<file path="src/hw/rtl/ars_pkg.sv">
// Shared types, codes and helpers for the adapter reset sequencer.
`timescale 1ns / 1ps

package ars_pkg;

  localparam logic [1:0] SHUTDOWN_KIND_IDLE = 2'd0;
  localparam logic       STICKY_OPER_MASK   = 1'b1;

  // Engine states, one-hot.
  typedef enum logic [7:0] {
    ST_UNKNOWN     = 8'b0000_0001,
    ST_DEAD        = 8'b0000_0010,
    ST_BRINGDOWN   = 8'b0000_0100,
    ST_RESET_ALERT = 8'b0000_1000,
    ST_HARD_RESET  = 8'b0001_0000,
    ST_SOFT_RESET  = 8'b0010_0000,
    ST_BRINGUP     = 8'b0100_0000,
    ST_OPERATIONAL = 8'b1000_0000
  } state_e;

  // Numeric state codes as seen on the result word.
  localparam logic [2:0] CODE_UNKNOWN     = 3'd0;
  localparam logic [2:0] CODE_DEAD        = 3'd1;
  localparam logic [2:0] CODE_BRINGDOWN   = 3'd2;
  localparam logic [2:0] CODE_RESET_ALERT = 3'd3;
  localparam logic [2:0] CODE_HARD_RESET  = 3'd4;
  localparam logic [2:0] CODE_SOFT_RESET  = 3'd5;
  localparam logic [2:0] CODE_BRINGUP     = 3'd6;
  localparam logic [2:0] CODE_OPERATIONAL = 3'd7;

  typedef enum logic [3:0] {
    ACT_NONE            = 4'd0,
    ACT_BRINGDOWN_ALERT = 4'd1,
    ACT_BRINGUP_INIT    = 4'd2,
    ACT_SOFT_RESET      = 4'd3,
    ACT_RESET_ALERT     = 4'd4,
    ACT_START_BIST      = 4'd5,
    ACT_DUMP_ALERT      = 4'd6,
    ACT_BRINGDOWN_DONE  = 4'd7,
    ACT_RESTORE_INIT    = 4'd8,
    ACT_RESTORE_SOFT    = 4'd9,
    ACT_IDENTIFY_HRRQ   = 4'd10,
    ACT_UNREGISTER      = 4'd11,
    ACT_MARK_DEAD       = 4'd12
  } action_e;

  typedef enum logic [2:0] {
    EV_NONE            = 3'd0,
    EV_SHUTDOWN_FAILED = 3'd1,
    EV_RESET_FAILED    = 3'd2,
    EV_SHUTDOWN_OK     = 3'd3,
    EV_RESET_OK        = 3'd4
  } event_e;

  typedef struct packed {
    logic       unit_check;
    logic       bringdown;
    logic [1:0] shutdown_kind;
    logic       enable_ok;
    logic       sticky_operational;
    logic       force_reset;
    logic       hard_reset;
    logic       mode;
  } item_t;

  typedef struct packed {
    state_e     state;
    logic [3:0] attempt;
    logic       busy;
    logic       bringdown;
    logic       unit_check;
    logic [1:0] shutdown_kind;
  } ctx_t;

  typedef struct packed {
    logic       in_progress;
    logic       register_hcams;
    logic       done;
    event_e     notify;
    action_e    action;
    logic [2:0] state_code;
  } result_t;

  function automatic logic [2:0] state_code(input state_e st);
    logic [2:0] code;
    case (st)
      ST_UNKNOWN:     code = CODE_UNKNOWN;
      ST_DEAD:        code = CODE_DEAD;
      ST_BRINGDOWN:   code = CODE_BRINGDOWN;
      ST_RESET_ALERT: code = CODE_RESET_ALERT;
      ST_HARD_RESET:  code = CODE_HARD_RESET;
      ST_SOFT_RESET:  code = CODE_SOFT_RESET;
      ST_BRINGUP:     code = CODE_BRINGUP;
      ST_OPERATIONAL: code = CODE_OPERATIONAL;
      default:        code = CODE_UNKNOWN;
    endcase
    return code;
  endfunction

endpackage

</file>
<file path="src/hw/rtl/ars_step.sv">
// Next-state and result logic for one word of the reset engine.
`timescale 1ns / 1ps

module ars_step (
  input  ars_pkg::ctx_t    ctx_i,
  input  ars_pkg::item_t   item_i,
  input  logic [3:0]       max_attempts_i,
  output ars_pkg::ctx_t    ctx_o,
  output ars_pkg::result_t res_o
);

  logic [4:0] next_attempt;

  assign next_attempt = {1'b0, ctx_i.attempt} + 5'd1;

  always_comb begin
    ars_pkg::ctx_t    c;
    ars_pkg::action_e act;
    ars_pkg::event_e  ev;
    logic             done;
    logic             hcams;

    c     = ctx_i;
    act   = ars_pkg::ACT_NONE;
    ev    = ars_pkg::EV_NONE;
    done  = 1'b0;
    hcams = 1'b0;

    if (item_i.mode) begin
      // latch the request flags
      c.shutdown_kind = item_i.shutdown_kind;
      c.bringdown     = item_i.bringdown;
      c.unit_check    = item_i.unit_check;
    end else begin
      c.busy = 1'b1;
      case (ctx_i.state)
        ars_pkg::ST_DEAD: begin
          done = 1'b1;
        end
        ars_pkg::ST_BRINGDOWN: begin
          c.state = ars_pkg::ST_RESET_ALERT;
          act     = ars_pkg::ACT_BRINGDOWN_ALERT;
        end
        ars_pkg::ST_UNKNOWN: begin
          if (item_i.hard_reset) begin
            c.state = ars_pkg::ST_RESET_ALERT;
            act     = ars_pkg::ACT_RESET_ALERT;
          end else if (item_i.sticky_operational &
                       ars_pkg::STICKY_OPER_MASK) begin
            c.state = ars_pkg::ST_BRINGUP;
            act     = ars_pkg::ACT_BRINGUP_INIT;
          end else begin
            c.state = ars_pkg::ST_SOFT_RESET;
            act     = ars_pkg::ACT_SOFT_RESET;
          end
        end
        ars_pkg::ST_RESET_ALERT: begin
          c.state = ars_pkg::ST_HARD_RESET;
          act     = ars_pkg::ACT_START_BIST;
        end
        ars_pkg::ST_HARD_RESET: begin
          if (next_attempt > {1'b0, max_attempts_i}) begin
            c.attempt = '0;
            c.state   = ars_pkg::ST_DEAD;
            ev        = ctx_i.bringdown ? ars_pkg::EV_SHUTDOWN_FAILED
                                        : ars_pkg::EV_RESET_FAILED;
            act       = ars_pkg::ACT_MARK_DEAD;
            done      = 1'b1;
          end else if (ctx_i.unit_check) begin
            // unit check: retry without counting an attempt
            c.unit_check = 1'b0;
            c.state      = ars_pkg::ST_RESET_ALERT;
            act          = ars_pkg::ACT_DUMP_ALERT;
          end else begin
            c.attempt = next_attempt[3:0];
            if (ctx_i.bringdown) begin
              c.shutdown_kind = ars_pkg::SHUTDOWN_KIND_IDLE;
              c.bringdown     = 1'b0;
              c.state         = ars_pkg::ST_UNKNOWN;
              ev              = ars_pkg::EV_SHUTDOWN_OK;
              act             = ars_pkg::ACT_BRINGDOWN_DONE;
              done            = 1'b1;
            end else if (item_i.enable_ok) begin
              c.state = ars_pkg::ST_BRINGUP;
              act     = ars_pkg::ACT_RESTORE_INIT;
            end else begin
              c.state = ars_pkg::ST_SOFT_RESET;
              act     = ars_pkg::ACT_RESTORE_SOFT;
            end
          end
        end
        ars_pkg::ST_SOFT_RESET: begin
          c.state = ars_pkg::ST_BRINGUP;
          act     = ars_pkg::ACT_IDENTIFY_HRRQ;
        end
        ars_pkg::ST_BRINGUP: begin
          c.state = ars_pkg::ST_OPERATIONAL;
          done    = 1'b1;
        end
        ars_pkg::ST_OPERATIONAL: begin
          if (ctx_i.shutdown_kind == ars_pkg::SHUTDOWN_KIND_IDLE && !item_i.force_reset) begin
            ev   = ars_pkg::EV_RESET_OK;
            done = 1'b1;
          end else begin
            if (ctx_i.shutdown_kind != ars_pkg::SHUTDOWN_KIND_IDLE) begin
              c.state = ars_pkg::ST_BRINGDOWN;
            end
            act = ars_pkg::ACT_UNREGISTER;
          end
        end
        default: begin
          c.state = ars_pkg::ST_UNKNOWN;
        end
      endcase

      if (done) begin
        c.busy          = 1'b0;
        c.attempt       = '0;
        c.shutdown_kind = ars_pkg::SHUTDOWN_KIND_IDLE;
        c.bringdown     = 1'b0;
        hcams           = (c.state == ars_pkg::ST_OPERATIONAL);
      end
    end

    ctx_o                = c;
    res_o.state_code     = ars_pkg::state_code(c.state);
    res_o.action         = act;
    res_o.notify         = ev;
    res_o.done           = done;
    res_o.register_hcams = hcams;
    res_o.in_progress    = c.busy;
  end

endmodule

</file>
<file path="src/hw/rtl/adapter_reset_sequencer.sv">
// Top level of the adapter reset sequencer: input register, engine state, result register.
//
// Usage:
//   Input words arrive on s_axis. tuser carries mode: 0 steps the reset
//   engine, 1 latches the shutdown, bringdown and unit-check requests
//   held in tdata. Every input word produces exactly one result word on
//   m_axis with the new engine state, the helper action to launch, the
//   notify event and the done, register-hcams and in-progress flags. max_attempts is
//   loaded via cfg_we_i / cfg_wdata_i; the user must do so only while idle, unchecked.
// Timing:
//   An accepted word lands in the input register; when the result register
//   is free or draining, the engine steps and the result register loads.
//   One word per cycle is sustained while m_axis_tready stays high: the
//   engine step is a single short combinational pass from the registered
//   state and the input register.
// Reset:
//   rst_ni clears the engine to unknown, the counter and all request
//   flags, empties both registers and restores max_attempts to 3.
// Stall:
//   While m_axis_tready is low the result word holds; the input register
//   still takes one more word, then s_axis_tready drops until the result
//   drains.
`timescale 1ns / 1ps

module adapter_reset_sequencer (
  input  logic        clk_i,
  input  logic        rst_ni,
  // configuration: max_attempts
  input  logic        cfg_we_i,
  input  logic [3:0]  cfg_wdata_i,
  // input stream
  input  logic        s_axis_tvalid,
  output logic        s_axis_tready,
  // [0] hard_reset, [1] force_reset, [2] sticky_operational, [3] enable_ok,
  // [5:4] new_shutdown_kind, [6] new_bringdown, [7] new_unit_check
  input  logic [7:0]  s_axis_tdata,
  // [0] mode
  input  logic        s_axis_tuser,
  // result stream
  output logic        m_axis_tvalid,
  input  logic        m_axis_tready,
  // [2:0] engine_state_out, [6:3] action, [9:7] notify_event, [10] done_res,
  // [11] register_hcams, [12] in_progress, [15:13] zero
  output logic [15:0] m_axis_tdata
);

  logic [3:0]       max_attempts_q;
  logic             in_valid_q, in_valid_d;
  ars_pkg::item_t   item_q;
  logic             out_valid_q, out_valid_d;
  ars_pkg::result_t res_q;
  ars_pkg::ctx_t    ctx_q, ctx_d;
  ars_pkg::result_t res_d;
  logic             s_fire, m_fire, advance;

  // Step the engine whenever the input register holds a word and the
  // result register is free or draining this cycle.
  assign advance       = in_valid_q && (!out_valid_q || m_axis_tready);
  assign s_axis_tready = !in_valid_q || advance;
  assign s_fire        = s_axis_tvalid && s_axis_tready;
  assign m_fire        = m_axis_tvalid && m_axis_tready;

  always_comb begin
    in_valid_d = in_valid_q;
    if (s_fire) begin
      in_valid_d = 1'b1;
    end else if (advance) begin
      in_valid_d = 1'b0;
    end
    out_valid_d = out_valid_q;
    if (advance) begin
      out_valid_d = 1'b1;
    end else if (m_fire) begin
      out_valid_d = 1'b0;
    end
  end

  ars_step u_step (
    .ctx_i          (ctx_q),
    .item_i         (item_q),
    .max_attempts_i (max_attempts_q),
    .ctx_o          (ctx_d),
    .res_o          (res_d)
  );

  // control state
  always_ff @(posedge clk_i or negedge rst_ni) begin
    if (!rst_ni) begin
      max_attempts_q      <= 4'd3;
      in_valid_q          <= 1'b0;
      out_valid_q         <= 1'b0;
      ctx_q.state         <= ars_pkg::ST_UNKNOWN;
      ctx_q.attempt       <= '0;
      ctx_q.busy          <= 1'b0;
      ctx_q.bringdown     <= 1'b0;
      ctx_q.unit_check    <= 1'b0;
      ctx_q.shutdown_kind <= ars_pkg::SHUTDOWN_KIND_IDLE;
    end else begin
      in_valid_q  <= in_valid_d;
      out_valid_q <= out_valid_d;
      if (cfg_we_i) begin
        max_attempts_q <= cfg_wdata_i;
      end
      if (advance) begin
        ctx_q <= ctx_d;
      end
    end
  end

  // payload registers
  always_ff @(posedge clk_i) begin
    if (s_fire) begin
      item_q <= {s_axis_tdata, s_axis_tuser};
    end
    if (advance) begin
      res_q <= res_d;
    end
  end

  assign m_axis_tvalid = out_valid_q;
  assign m_axis_tdata  = {3'b000, res_q};

  // Completion clears the sequence bookkeeping.
  a_done_clears : assert property (@(posedge clk_i) disable iff (!rst_ni)
    (advance && res_d.done) |=> (!ctx_q.busy && ctx_q.attempt == 4'd0 &&
                                 !ctx_q.bringdown))
    else $error("completion left sequence state set");

  a_state_onehot : assert property (@(posedge clk_i) disable iff (!rst_ni)
    $onehot(ctx_q.state))
    else $error("engine state lost one-hot encoding");

  a_hcams_oper : assert property (@(posedge clk_i) disable iff (!rst_ni)
    (m_axis_tvalid && res_q.register_hcams) |->
      (res_q.done && res_q.state_code == ars_pkg::CODE_OPERATIONAL))
    else $error("hcams registered outside operational completion");

  a_ready_when_empty : assert property (@(posedge clk_i) disable iff (!rst_ni)
    !out_valid_q |-> s_axis_tready)
    else $error("input stalled with an empty result register");

endmodule

</file>
<file path="config.mk">
export PLATFORM = sky130hd
export DESIGN_NAME = adapter_reset_sequencer
export DESIGN_NICKNAME = d
export VERILOG_FILES = /design/src/hw/rtl/ars_pkg.sv /design/src/hw/rtl/ars_step.sv /design/src/hw/rtl/adapter_reset_sequencer.sv
export SDC_FILE = /design/constraint.sdc
export NUM_CORES = 1
export LEC_CHECK = 0
export BUFFER_PORTS_ARGS = -buffer_cell sky130_fd_sc_hd__clkbuf_2
export CAP_MARGIN = 40
export CORE_MARGIN = 3
export CORE_UTILIZATION = 30
export CTS_BUF_LIST = sky130_fd_sc_hd__clkbuf_4
export CTS_CLUSTER_DIAMETER = 80
export CTS_CLUSTER_SIZE = 16
export DETAILED_ROUTE_END_ITERATION = 16
export PLACE_DENSITY_LB_ADDON = 0.05
export SYNTH_ARGS = -nofsm -noshare
export SYNTH_HDL_FRONTEND = slang
export SYNTH_HIERARCHICAL = 1
export SYNTH_SLANG_ARGS = --single-unit
</file>
<file path="constraint.sdc">
create_clock -name clk_i -period 4.15 [get_ports clk_i]
set_input_delay 0.2075 -clock clk_i [delete_from_list [all_inputs] [get_ports clk_i]]
set_output_delay 0.2075 -clock clk_i [all_outputs]
set_load 0.02 [all_outputs]
</file>
==> results of run 1 <==
## synth_stat cells (3+ instances only)
master / number / share of area (%)
a31oi_1: 4 / 0.93
nor4_1: 3 / 0.70
or3_1: 3 / 0.70
nor2_1: 16 / 2.2
ha_1: 5 / 2.3
clkbuf_1: 8 / 1.1
xnor2_1: 4 / 1.3
nand2_1: 19 / 2.6
nand3_1: 11 / 2.0
mux2_4: 9 / 5.0
xor2_1: 5 / 1.6
o22ai_1: 5 / 1.2
dfrtp_1: 20 / 19
a21oi_1: 9 / 1.7
dfstp_2: 3 / 2.9
o21ai_0: 9 / 1.7
nand2b_1: 5 / 1.2
mux2_2: 13 / 5.4
edfxtp_1: 22 / 25
nor3_1: 4 / 0.74
buf_4: 4 / 1.1
inv_1: 13 / 1.8
and3_1: 4 / 0.93
## layer usage
layer	up-vias	share of wire, %
li1	989	-
met1	957	51
met2	51	42
met3	5	5.7
met4	0	0.96
met5	-	0
## final cells by class
| cell class | instances | area (µm²) |
|---|---|---|
| multi-input combinational | 178 | 1310 |
| inverter | 15 | 56.3 |
| tap | 105 | 131 |
| sequential | 45 | 1240 |
| clock buffer | 5 | 37.5 |
| clock inverter | 3 | 12.5 |
| timing repair buffer | 46 | 290 |
| fill | 857 | 5390 |
## through the flow
stage	instances	area [µm²]	utilization [%]	hold WS, ns	power [mW]
6_report	397	3080	36.4	0.0464	1.54
5_1_grt	397	3080	36.4	0.0368	1.66
4_1_cts	397	3080	36.4	0.0421	1.55
3_5_place_dp	379	2930	34.6	0.272	1.33
3_3_place_gp	379	2930	34.6	0.261	1.33
2_1_floorplan	253	2700	-	-0.0881	1.17
## registers in the layout, summed over array words and instances (netlist names)
name	flops
max_attempts_q	4
m_axis_tvalid	1
m_axis_tdata	13
ctx_q	17
in_valid_q	1
item_q	9
## worst max path at each step
stage / cells after the start / startpoint / slack, ns / endpoint
after CTS: 10 / ctx_q[5]$_DFFE_PN0P_ / 0.99 / m_axis_tdata[1]$_DFFE_PP_
after floorplan: 11 / ctx_q[5]$_DFFE_PN0P_ / 1.24 / m_axis_tdata[1]$_DFFE_PP_
after global placement: 10 / ctx_q[5]$_DFFE_PN0P_ / 1.07 / m_axis_tdata[1]$_DFFE_PP_
final: 10 / ctx_q[5]$_DFFE_PN0P_ / 0.97 / m_axis_tdata[1]$_DFFE_PP_
after global routing: 10 / ctx_q[5]$_DFFE_PN0P_ / 0.78 / m_axis_tdata[1]$_DFFE_PP_
after detailed placement: 10 / ctx_q[5]$_DFFE_PN0P_ / 1.02 / m_axis_tdata[1]$_DFFE_PP_
## where the power goes
group          switching [mW]  leakage, nW  internal [mW]
clock network           0.148       0.0300         0.0617
registers               0.115        0.499          0.556
logic                   0.362        0.750          0.297
total                   0.625         1.28          0.915
## logic make-up after synthesis
| group | count (synthesis) | synth area share (%) |
|---|---|---|
| adder cells (fa/ha/maj) | 5 | 2.32 |
| buffers and inverters | 30 | 5.66 |
| multiplexers | 23 | 10.8 |
| XOR/XNOR | 9 | 2.92 |
| other | 1 | 0.139 |
| AND/OR/NAND/NOR | 89 | 18.9 |
| flip-flops | 45 | 46.0 |
| AO/OA/AOI/OAI | 49 | 13.2 |
==> metrics, run 1 <==
routed vias=2002; EDFF count, synth=22; crit-path cells=ha_1 -> xor2_1 -> ha_1 -> nand3_1 -> and3_1 -> o211ai_1 -> o22ai_1 -> or2_2 -> or3b_2 -> a31oi_2; R2R Path Start=ctx_q[5]$_DFFE_PN0P_; flop2flop setup slack=0.97 ns; crit-path max cell delay=0.46 ns; Synth Cell Area=0.00270 mm²; vias in the first global route=1983; reg2reg path depth=10; busiest grt layer=met1; Port-buffer cells=32; min cycle time layout=3.18 ns; period utilisation layout=76.6%; Slew @ Worst Pin=0.748 ns; pin count of the biggest net entering global routing=26; First DRT Iteration DRCs=107; Async S/R FF share, synth=51.1%; register area share after synthesis=46.0%; clk slew on worst S/H paths=0.14 ns; cts hold-fix bufs=10; CP Launch Type=flip-flop; Residual DRC=0; drt first pass iters=4; clk buf depth=2; grt met1 use=19.6%; peak supply drop=0.131 mV; Worst path slowest cell=dfrtp_1; Fmax=314 MHz; Top FF cell, synth=edfxtp_1; clk sinks=45; PostCTS Resize Cnt=0; antenna-violating nets left=0; final setup TNS=0 ns; layout cells sized above 1=27.4%; Site Rows=33; first-pass GRT wire length=10500 µm; Yosys cell types=65; Mean Syn Cell Area=10.7 µm²; most common cell after layout, fill and taps aside=clkbuf_2; final setup margin=0.969 ns; Top Family by Delay on Critical Path=simple AND/OR/NAND/NOR gates; met3 Resource Use GR=3.11%; Final nets=314; CP bufs+invs=0; GRT overflow=0; met2 Use GR=19.2%; Mapped Cells=251; Clock Skew=0.00470 ns; Initial Util=31.8%; status=finished clean; Clock Tree Root=clkbuf_4; GP Congestion=0.811; CP arrival=3.40 ns; PD cells=500 mW/mm²; DR vias/cell=5.04; most frequent CP cell=ha_1; antenna violations before repair=0; P&R area growth vs syn=14.2%; core area=0.00846 mm²; Worst-Skew Late Latency=0.36 ns; Yosys reg bits=45; RSZ-0062 raised after global routing=false; Slew Limit Fails=0; Die ar.=0.0102 mm²; Leak=1.28 nW; Total Wirelength=6350 µm; Post-CTS Setup Bufs=0; Critical Path RT=4.37 ns; Hold Crit Class=input pin to flip-flop; Hold Violations, Final=0; diode count=0; hold_sp=s_axis_tvalid; Final HPWL DP=4620 µm; H-tree depth reported by CTS=2; hold path cells=2; Total GRT Usage=13.2%; I/O Pins=36; max_cap viols=0; final setup vio count=0; CTS tree=done; DIE WIDTH=101 µm; Reg-to-Reg End=m_axis_tdata[1]$_DFFE_PP_; dpl ws=1.02 ns; Crit Path Class=flip-flop to flip-flop; relative slew slack=49.7%; hold worst-path end=in_valid_q$_DFFE_PN0P_; Die Y=101 µm; CTS buffer count=5; Synth Warn #=6; worst-path maximum fanout=7; WL per Instance=16.0 µm; CP Capture Type=flip-flop; leading cell types in the layout, fill and taps excluded=clkbuf_2 (32), edfxtp_1 (22), dfrtp_1 (20)
Note: power is estimated with default switching activity, not from simulation.
==> run 2: changes to the inputs <==
Clock period 4.15 ns to 3.1 ns, I/O delays scaled along.
==> metrics, run 2 (synthesis gave the netlist of run 1 again) <==
clk buf depth=2 (unchanged); Post-CTS Setup Bufs=0 (unchanged); Final HPWL DP=4730 µm (+2.4%); Fmax=337 MHz (+7.1%); layout cells sized above 1=31.2% (+3.8 points); max_cap viols=0 (unchanged); Die Y=101 µm (unchanged); final setup margin=0.131 ns (-0.838 ns); Sequential Area=0.00124 mm² (unchanged); clk slew on worst S/H paths=0.14 ns (about the same); core area=0.00846 mm² (unchanged); Hold Crit Class=input pin to flip-flop; Core Util, Final=38.8% (+2.4 points); WL per Instance=15.0 µm (-5.9%); max reg flops=17 (unchanged); design area=0.00328 mm² (+6.7%); Final nets=336 (+7.0%); Reg-to-Reg End=m_axis_tdata[1]$_DFFE_PP_; Clock Tree Root=clkbuf_4; DIE WIDTH=101 µm (unchanged); Critical Path End=m_axis_tdata[1]$_DFFE_PP_; final setup vio count=0 (unchanged); Critical Path RT=3.33 ns (-1.04 ns); CP Launch Type=flip-flop; PD cells=685 mW/mm² (+37%); R2R Path Start=ctx_q[5]$_DFFE_PN0P_; routed vias=2075 (+3.6%); Total GRT Usage=13.1% (-0.076 points); status=finished clean; CP arrival=3.20 ns (-0.20 ns); Site Rows=33 (unchanged); CTS buffer count=5 (unchanged); flop2flop setup slack=0.13 ns (-0.84 ns); pin count of the biggest net entering global routing=24 (-7.7%); antenna violations before repair=0 (unchanged); Initial Util=31.8% (unchanged); Port-buffer cells=32 (unchanged); Post-DP Area=0.00306 mm² (+4.4%); final setup TNS=0 ns (unchanged); clk sinks=45 (unchanged); Residual DRC=0 (unchanged); largest reg by FF count=ctx_q; peak supply drop=0.215 mV (+64%); Slew @ Worst Pin=0.620 ns (-0.127 ns); GRT overflow=0 (unchanged); Leak=1.40 nW (+9.1%); vias in the first global route=2092 (+5.5%); H-tree depth reported by CTS=2 (unchanged); Slew Limit Fails=0 (unchanged); CP Capture Type=flip-flop; relative slew slack=58.7% (+9.0 points); Hold Violations, Final=0 (unchanged); P&R area growth vs syn=21.9%; min cycle time layout=2.97 ns (-0.212 ns); worst-path maximum fanout=4 (-3); Clock Skew=0.0103 ns (+0.00558 ns); First DRT Iteration DRCs=123 (+15%); area occupied by multi-input gates=0.00131 mm² (unchanged); GP Congestion=0.813 (+0.31%); Die ar.=0.0102 mm² (unchanged); most common cell after layout, fill and taps aside=clkbuf_2; antenna-violating nets left=0 (unchanged); drt first pass iters=4 (unchanged); diode count=0 (unchanged); Total Wirelength=6300 µm (-0.69%); CTS tree=done; Placed Cells=396 (+4.5%); Fillers=853 (-0.47%); first-pass GRT wire length=10500 µm (unchanged); reg2reg path depth=10 (unchanged); RSZ-0062 raised after global routing=false; Worst-Skew Late Latency=0.37 ns (about the same); Crit Path Class=flip-flop to flip-flop; Setup crit start=ctx_q[5]$_DFFE_PN0P_; DR vias/cell=4.95 (-1.8%); period utilisation layout=95.8% (+19 points); Final Non-Filler Cells=419 (+5.5%); dpl ws=0.176 ns (-0.845 ns); I/O Pins=36 (unchanged); leading cell types in the layout, fill and taps excluded=clkbuf_2 (32), edfxtp_1 (22), buf_4 (21)
run 2: cell count changes in the layout (fill, tap and decap cells not counted), sizes merged:
cell         change
bufinv           +1
clkinv           -2
clkinvlp         +1
buf             +17
dlygate4sd3      +5
run 2: how the worst min path moves through the flow:
stage | from | endpoint | slack, ns | cells after the start
after detailed placement | rst_ni | max_attempts_q[2]$_DFFE_PN0P_ | 0.21 | 1
final | cfg_we_i | max_attempts_q[3]$_DFFE_PN0P_ | 0.09 | 2
after global routing | cfg_we_i | max_attempts_q[2]$_DFFE_PN0P_ | 0.08 | 2
after CTS | m_axis_tready | in_valid_q$_DFFE_PN0P_ | 0.08 | 3
after global placement | rst_ni | max_attempts_q[2]$_DFFE_PN0P_ | 0.21 | 1
after floorplan | rst_ni | ctx_q[0]$_DFFE_PN0P_ | -0.14 | 0
run 2: worst max-delay path, cell delays in order, from the launching register on:
cell	delay, ns
dfrtp_1	0.43
ha_1	0.26
xor2_1	0.16
ha_1	0.31
nand3_1	0.07
and3_1	0.21
o211ai_1	0.27
o22ai_1	0.14
or2_2	0.34
or3b_2	0.46
a31oi_2	0.18
run 2: what timing repair did:
item,in CTS,in global routing
endpoints found under the setup margin,0,2
endpoints found under the hold margin,34,0
hold buffers,15,0
resized for setup,0,1
run 2: where the power goes:
| part | internal (mW) | switching [mW] | total [mW] |
|---|---|---|---|
| Combinational | 0.490 | 0.562 | 1.05 |
| Clock | 0.167 | 0.197 | 0.364 |
| Sequential | 0.744 | 0.0905 | 0.834 |
| Total | 1.40 | 0.850 | 2.25 |
run 2: routing by layer:
| metal | wire [µm] | track usage [%] | vias to the layer above |
|---|---|---|---|
| li1 | - | - | 1039 |
| met1 | 3170 | 19.2 | 983 |
| met2 | 2750 | 19.5 | 47 |
| met3 | 316 | 2.84 | 6 |
| met4 | 66 | 3.63 | 0 |
| met5 | 0 | 0 | - |
run 2: per-stage QoR:
| stage | total power [mW] | hold slack [ns] |
|---|---|---|
| floorplan | 1.57 | -0.141 |
| global placement | 1.90 | 0.212 |
| detailed placement | 1.88 | 0.212 |
| CTS | 2.27 | 0.0794 |
| global route | 2.41 | 0.0751 |
| finish | 2.25 | 0.0936 |
run 2: area by class of cell:
class,instances,area share (%)
Tap cell,105,4.00
Clock buffer,5,1.14
Sequential cell,45,37.8
Clock inverter,3,1.26
Timing Repair Buffer,68,14.2
Multi-Input combinational cell,178,39.9
Inverter,15,1.71
